==> config.mk <==
export PLATFORM = sky130hd
export DESIGN_NAME = integer_square_root_top
export DESIGN_NICKNAME = d
export VERILOG_FILES = /design/src/hw/rtl/isqrt_pkg.sv /design/src/hw/rtl/isqrt_cell.sv /design/src/hw/rtl/integer_square_root_top.sv
export SDC_FILE = /design/constraint.sdc
export NUM_CORES = 1
export LEC_CHECK = 0
export BUFFER_PORTS_ARGS = -buffer_cell sky130_fd_sc_hd__buf_2
export CORE_MARGIN = 3
export CORE_UTILIZATION = 60
export CTS_CLUSTER_DIAMETER = 30
export DETAILED_ROUTE_END_ITERATION = 16
export PLACE_DENSITY = 0.75
export REMOVE_ABC_BUFFERS = 1
export SLEW_MARGIN = 20
export SYNTH_ARGS = -nofsm -noshare
export SYNTH_HDL_FRONTEND = slang
export SYNTH_SLANG_ARGS = --single-unit
==> constraint.sdc <==
create_clock -name clk -period 11.1 [get_ports clk]
set_clock_uncertainty 0.1 [all_clocks]
set_input_delay 0 -clock clk [delete_from_list [all_inputs] [get_ports clk]]
set_output_delay 0 -clock clk [all_outputs]
set_load 0.02 [all_outputs]
==> src/hw/rtl/isqrt_pkg.sv <==
// isqrt_pkg: shared constants for the integer square root pipeline
// no dependencies; used by isqrt_cell and integer_square_root_top
package isqrt_pkg;

    // width of the operand field on the input channel
    localparam int VALUE_BITS = 32;

    // width of the root field on the output channel
    localparam int ROOT_BITS = 16;

    // default operand width, top bit is the sign bit
    localparam int OPERAND_BITS_DEFAULT = 32;

    // number of root bits a pipeline of the given operand width produces
    function automatic int root_stages(input int operand_bits);
        return (operand_bits + 1) / 2;
    endfunction

endpackage

==> src/hw/rtl/isqrt_cell.sv <==
// isqrt_cell: one stage of the restoring square root chain, settles one root bit
// depends on isqrt_pkg for the default stage count
module isqrt_cell #(
    parameter int STAGES = isqrt_pkg::root_stages(isqrt_pkg::OPERAND_BITS_DEFAULT)
) (
    input  logic                  clk,
    input  logic                  rst_n,
    // upstream side
    input  logic                  up_valid,
    output logic                  up_ready,
    input  logic [2*STAGES-1:0]   up_operand,
    input  logic [STAGES+1:0]     up_rem,
    input  logic [STAGES-1:0]     up_root,
    // downstream side
    output logic                  dn_valid,
    input  logic                  dn_ready,
    output logic [2*STAGES-1:0]   dn_operand,
    output logic [STAGES+1:0]     dn_rem,
    output logic [STAGES-1:0]     dn_root
);

    logic                  valid_reg;
    logic                  valid_next;
    logic [2*STAGES-1:0]   operand_reg;
    logic [STAGES+1:0]     rem_reg;
    logic [STAGES-1:0]     root_reg;

    logic [STAGES+1:0]     rem_shift;
    logic [STAGES+1:0]     trial;
    logic                  take;
    logic [STAGES+1:0]     rem_new;
    logic [STAGES-1:0]     root_new;
    logic [2*STAGES-1:0]   operand_new;
    logic                  load;

    // bring down the next two operand bits and try the next root bit
    always_comb
    begin
        rem_shift   = {up_rem[STAGES-1:0], up_operand[2*STAGES-1 -: 2]};
        trial       = {up_root, 2'b01};
        take        = (rem_shift >= trial);
        rem_new     = take ? (rem_shift - trial) : rem_shift;
        root_new    = {up_root[STAGES-2:0], take};
        operand_new = {up_operand[2*STAGES-3:0], 2'b00};
    end

    // stage moves when empty or when the neighbor takes its item
    assign up_ready   = !valid_reg || dn_ready;
    assign load       = up_valid && up_ready;
    assign valid_next = load ? 1'b1 : (dn_ready ? 1'b0 : valid_reg);

    always_ff @(posedge clk or negedge rst_n)
    begin
        if (!rst_n)
        begin
            valid_reg <= 1'b0;
        end
        else
        begin
            valid_reg <= valid_next;
        end
    end

    // payload carries no reset
    always_ff @(posedge clk)
    begin
        if (load)
        begin
            operand_reg <= operand_new;
            rem_reg     <= rem_new;
            root_reg    <= root_new;
        end
    end

    assign dn_valid   = valid_reg;
    assign dn_operand = operand_reg;
    assign dn_rem     = rem_reg;
    assign dn_root    = root_reg;

`ifndef NO_ASSERTIONS
    // partial remainder never exceeds twice the partial root
    assert property (@(posedge clk) disable iff (!rst_n)
        valid_reg |-> (rem_reg <= {1'b0, root_reg, 1'b0}))
        else $error("isqrt_cell: remainder out of range");

    // a held item keeps its root while the neighbor is not ready
    assert property (@(posedge clk) disable iff (!rst_n)
        (valid_reg && !dn_ready) |=> (valid_reg && $stable(root_reg) && $stable(rem_reg)))
        else $error("isqrt_cell: held item changed");

    // stage drains when its item leaves and nothing follows
    assert property (@(posedge clk) disable iff (!rst_n)
        (valid_reg && dn_ready && !up_valid) |=> !valid_reg)
        else $error("isqrt_cell: item repeated");
`endif

endmodule

==> src/hw/rtl/integer_square_root_top.sv <==
// Integer square root pipeline: floor(sqrt(value)) of a signed operand, zero when negative.
// One item enters per cycle while value_stall is low and passes through one registered cell
// per root bit, since each cell of the chain settles one root bit per item. Throughput is one
// item per cycle while root_stall is low; a stall holds the chain from the output back, and
// empty cells still take items. Only the low OPERAND_BITS bits of value are used, the root
// field carries the low 16 bits of the root.
// depends on isqrt_pkg and isqrt_cell
module integer_square_root_top #(
    parameter int OPERAND_BITS = isqrt_pkg::OPERAND_BITS_DEFAULT
) (
    input  logic                              clk,
    input  logic                              rst_n,
    input  logic                              value_valid,
    output logic                              value_stall,
    input  logic signed [isqrt_pkg::VALUE_BITS-1:0] value,
    output logic                              root_valid,
    input  logic                              root_stall,
    output logic [isqrt_pkg::ROOT_BITS-1:0]   root
);

    localparam int STAGES = isqrt_pkg::root_stages(OPERAND_BITS);
    localparam int WIDE   = 2 * STAGES;

    logic [OPERAND_BITS+isqrt_pkg::VALUE_BITS-1:0] value_ext;
    logic [OPERAND_BITS-1:0]                       opnd;
    logic [OPERAND_BITS:0]                         opnd_ext;
    logic [WIDE-1:0]                               magnitude;
    logic                                          negative;

    logic                  cell_valid   [STAGES+1];
    logic                  cell_ready   [STAGES+1];
    logic [WIDE-1:0]       cell_operand [STAGES+1];
    logic [STAGES+1:0]     cell_rem     [STAGES+1];
    logic [STAGES-1:0]     cell_root    [STAGES+1];

    logic [STAGES+isqrt_pkg::ROOT_BITS-1:0]        root_ext;

    // take the low operand bits, negative operands enter as zero
    always_comb
    begin
        value_ext = {{OPERAND_BITS{1'b0}}, value};
        opnd      = value_ext[OPERAND_BITS-1:0];
        negative  = opnd[OPERAND_BITS-1];
        opnd_ext  = {1'b0, opnd};
        magnitude = negative ? '0 : opnd_ext[WIDE-1:0];
    end

    // head of the chain
    assign cell_valid[0]   = value_valid;
    assign cell_operand[0] = magnitude;
    assign cell_rem[0]     = '0;
    assign cell_root[0]    = '0;
    assign value_stall     = !cell_ready[0];

    // one cell per root bit
    for (genvar k = 0; k < STAGES; k++)
    begin : g_cell
        isqrt_cell #(
            .STAGES (STAGES)
        ) u_cell (
            .clk        (clk),
            .rst_n      (rst_n),
            .up_valid   (cell_valid[k]),
            .up_ready   (cell_ready[k]),
            .up_operand (cell_operand[k]),
            .up_rem     (cell_rem[k]),
            .up_root    (cell_root[k]),
            .dn_valid   (cell_valid[k+1]),
            .dn_ready   (cell_ready[k+1]),
            .dn_operand (cell_operand[k+1]),
            .dn_rem     (cell_rem[k+1]),
            .dn_root    (cell_root[k+1])
        );
    end

    // last cell is the output register
    assign cell_ready[STAGES] = !root_stall;
    assign root_valid         = cell_valid[STAGES];
    assign root_ext           = {{isqrt_pkg::ROOT_BITS{1'b0}}, cell_root[STAGES]};
    assign root               = root_ext[isqrt_pkg::ROOT_BITS-1:0];

`ifndef NO_ASSERTIONS
    // an accepted item lands in the first cell
    assert property (@(posedge clk) disable iff (!rst_n)
        (value_valid && !value_stall) |=> cell_valid[1])
        else $error("integer_square_root_top: item lost at entry");

    // the input is held back only while the chain is full up to the output
    assert property (@(posedge clk) disable iff (!rst_n)
        value_stall |-> (root_valid && root_stall))
        else $error("integer_square_root_top: needless stall");

    // a zero root in the last cell always shows as a zero root on the output
    assert property (@(posedge clk) disable iff (!rst_n)
        (root_valid && (cell_rem[STAGES] == '0) && (cell_root[STAGES] == '0)) |->
        (root == '0))
        else $error("integer_square_root_top: root mismatch");
`endif

endmodule

==> results.py <==
metrics = {
    "route": {
        "drc": 0,
        "wire_per_inst_um": 17.8,
        "first_iter_violations": 1446,
        "first_pass_iters": 5,
        "vias": 16828,
        "routed_wl_um": 53300,
        "antenna_left": 0,
        "routed_via_density": 5.60,
    },
    "setup_path": {
        "path_class": "flip-flop to flip-flop",
        "required_ns": 11.36,
        "max_stage_delay_ns": 0.59,
        "worstPathArrival_ns": 3.55,
        "critPathLaunchType": "flip-flop",
        "slowest_stage": "or4_1",
        "cp_max_fo": 11,
        "cp-end-kind": "flip-flop",
        "worstPathCellList": "ha_1 -> nand4_1 -> o41a_1 -> nor2b_1 -> nor4b_1 -> buf_4 -> or4_1 -> nor3b_1 -> xor2_1",
    },
    "die": {
        "die_h_um": 222,
        "dieArea_um2": 49100,
        "core_um2": 45700,
        "initial_core_util": 0.610,
        "io-pin-count": 54,
        "row_count": 78,
        "die_w_um": 222,
    },
    "global_route": {
        "grt_pass1_vias": 16843,
        "grt_pass1_wl_um": 86500,
        "grt_usage": 0.218,
        "grt-ovfl-total": 0,
        "antenna_found_initial": 0,
        "grt_max_degree": 46,
    },
    "pwr": {
        "p_seq_frac": 0.419,
        "p_clk_frac": 0.423,
        "switching_share": 0.273,
        "power_density_nw_per_um2": 225,
        "combPwrFrac": 0.159,
        "power_mw": 7.48,
        "power.leakage_nw": 13.3,
        "p_switching_mw": 2.05,
        "peakVddDrop_uv": 243,
        "internal_power_mw": 5.43,
    },
    "clock_tree": {
        "path_clk_slew_ns": 0.05,
        "cts_tree": "done",
        "cts_sinks": 610,
        "ctsRootBufferMaster": "clkbuf_16",
        "cts_buffers": 104,
        "cts_max_level": 3,
        "cts_buffer_depth": 3,
        "clk_latency_ns": 0.66,
    },
    "yosys": {
        "synth.area.top_cells": "edfxtp_1 64%, ha_1 6.7%, xnor2_1 2.9%, inv_1 2.3%, a21oi_1 2.3%",
        "yosysMostFrequentCell": "edfxtp_1",
        "yosysTopAreaCellShare": 0.640,
        "async_flop_share": 0.0262,
        "syn_inst": 2116,
        "synth_area_um2": 27900,
        "synthTopCellsByCount": "594 x edfxtp_1, 174 x inv_1, 156 x nor2_1",
        "synth-main-ff-cell": "edfxtp_1",
        "synth_edf_count": 594,
        "yosysWarningCount": 0,
        "synth-seq-cells": 610,
        "syn_avg_cell_area_um2": 13.2,
        "yosysTopAreaCell": "edfxtp_1",
        "ys_seq_area_frac": 0.654,
        "ys_types": 75,
    },
    "sta": {
        "tns_ns": 0,
        "max_freq_mhz": 304,
        "holdWs_ns": 0.0434,
        "slew_violations": 0,
        "tightest_slew_ns": 1.04,
        "hold_viol": 0,
        "fin_crit_ns": 3.29,
        "relSlewSlack": 0.304,
        "rsz0062_at_grt": "no",
        "finalCritPeriodShare": 0.297,
        "setup_viol": 0,
    },
    "finish": {
        "fin_nets": 2505,
        "fillers": 2816,
        "syn_to_final_growth_pct": 19.0,
        "n_antenna_cell": 0,
        "drive_above_1_share": 0.119,
    },
    "run": {
        "drv_cap": 0,
    },
    "hold_path": {
        "min_path_type": "input port to flip-flop",
    },
    "placed_design": {
        "gp_congestion": 0.884,
        "hpwl_um": 34800,
        "io_buffers": 53,
    },
    "outcome": {
        "status": "completed",
    },
}
## power by group through the flow
| stage | sequential (mW) | clock, mW | combinational, mW |
|---|---|---|---|
| 6_report | 3.13 | 3.16 | 1.19 |
| 4_1_cts | 3.13 | 3.19 | 1.17 |
| 2_1_floorplan | 3.11 | 0 | 0.853 |
| 3_5_place_dp | 3.17 | 0 | 1.14 |
| 3_3_place_gp | 3.16 | 0 | 1.09 |
| 5_1_grt | 3.16 | 3.32 | 1.33 |
## placed cells by master (no fill, tap or decap), drive strengths merged, types with 16 or more instances in the layout
cell type / instances
o21ai: 102
edfxtp: 594
nor2: 156
nor4: 17
ha: 150
dfrtp: 16
xor2: 70
nand3: 32
nor3: 34
xnor2: 91
clkbuf: 114
mux2: 26
dlygate4sd3: 67
a211oi: 21
a21oi: 130
a21o: 30
nor2b: 59
clkinv: 42
o21a: 26
inv: 192
nand2: 134
nand2b: 36
buf: 75
## stage by stage
step | std cells | cell area (µm²) | worst slack, ns | util
after floorplan | 2071 | 27600 | 6.23 | -
after global placement | 2742 | 28900 | 7.97 | 0.632
after detailed placement | 2742 | 28900 | 7.89 | 0.632
after CTS | 3001 | 33100 | 7.85 | 0.725
after global routing | 3005 | 33200 | 7.60 | 0.726
final | 3005 | 33200 | 7.81 | 0.726
## critical path, delay by kind of cell (launching register included)
kind	cells	cell delay, ns
and+or+nand+nor	5	1.38
adders and majority gates	1	0.41
AOI/OAI and AO/OA	1	0.40
DFF	1	0.39
buffers and inverters	1	0.19
xor gates and xnor gates	1	0.12
## registers in the layout, indices dropped and copies added, names as in the netlist
signal	cells
g_cell.u_cell.dn_operand	240
g_cell.u_cell.dn_rem	218
g_cell.u_cell.dn_root	136
g_cell.u_cell.dn_valid	16
## cells by family (layout without fill, tap and decap cells)
kind of cell,count (synthesis),count (layout),synth area share
AOI/OAI and AO/OA,380,380,0.0830
adders and majority gates,150,150,0.0673
other,1,1,0.000135
DFF,610,610,0.654
and+or+nand+nor,557,557,0.0985
muxes,35,35,0.0137
xor gates and xnor gates,161,161,0.0506
buffers and inverters,222,511,0.0324
## routing by layer
layer,track usage,wire (µm)
met5,0,0
met3,0.0510,3130
met1,0.288,22800
met2,0.361,26000
met4,0.0745,1420
## worst paths after layout
check	end	start	cells after the start	slack (ns)
max in group asynchronous	g_cell[1].u_cell.dn_valid$_DFFE_PN0P_	rst_n	3	9.75
setup reg to reg	g_cell[6].u_cell.dn_rem[13]$_DFFE_PP_	g_cell[5].u_cell.dn_rem[3]$_DFFE_PP_	9	7.81
min in group asynchronous	g_cell[13].u_cell.dn_valid$_DFFE_PN0P_	rst_n	3	0.49
hold / removal	g_cell[15].u_cell.dn_valid$_DFFE_PN0P_	root_stall	3	0.04
hold reg to reg	g_cell[5].u_cell.dn_operand[14]$_DFFE_PP_	g_cell[4].u_cell.dn_operand[12]$_DFFE_PP_	0	0.30
setup / recovery	g_cell[6].u_cell.dn_rem[13]$_DFFE_PP_	g_cell[5].u_cell.dn_rem[3]$_DFFE_PP_	9	7.81
## final cells by class
class / instances / area, µm² / area share
Clock inverter: 78 / 912 / 0.0275
Sequential cell: 610 / 18200 / 0.550
Tap cell: 600 / 751 / 0.0226
Clock buffer: 114 / 2640 / 0.0796
Multi-Input combinational cell: 1284 / 8820 / 0.266
Timing Repair Buffer: 142 / 1150 / 0.0347
Inverter: 177 / 664 / 0.0200
## repair_timing
action	in CTS	in global routing
hold buffers	67	0
setup buffers	0	0
resized for setup	0	0
endpoints found under the hold margin	99	0
(Power assumes the default switching activity.)
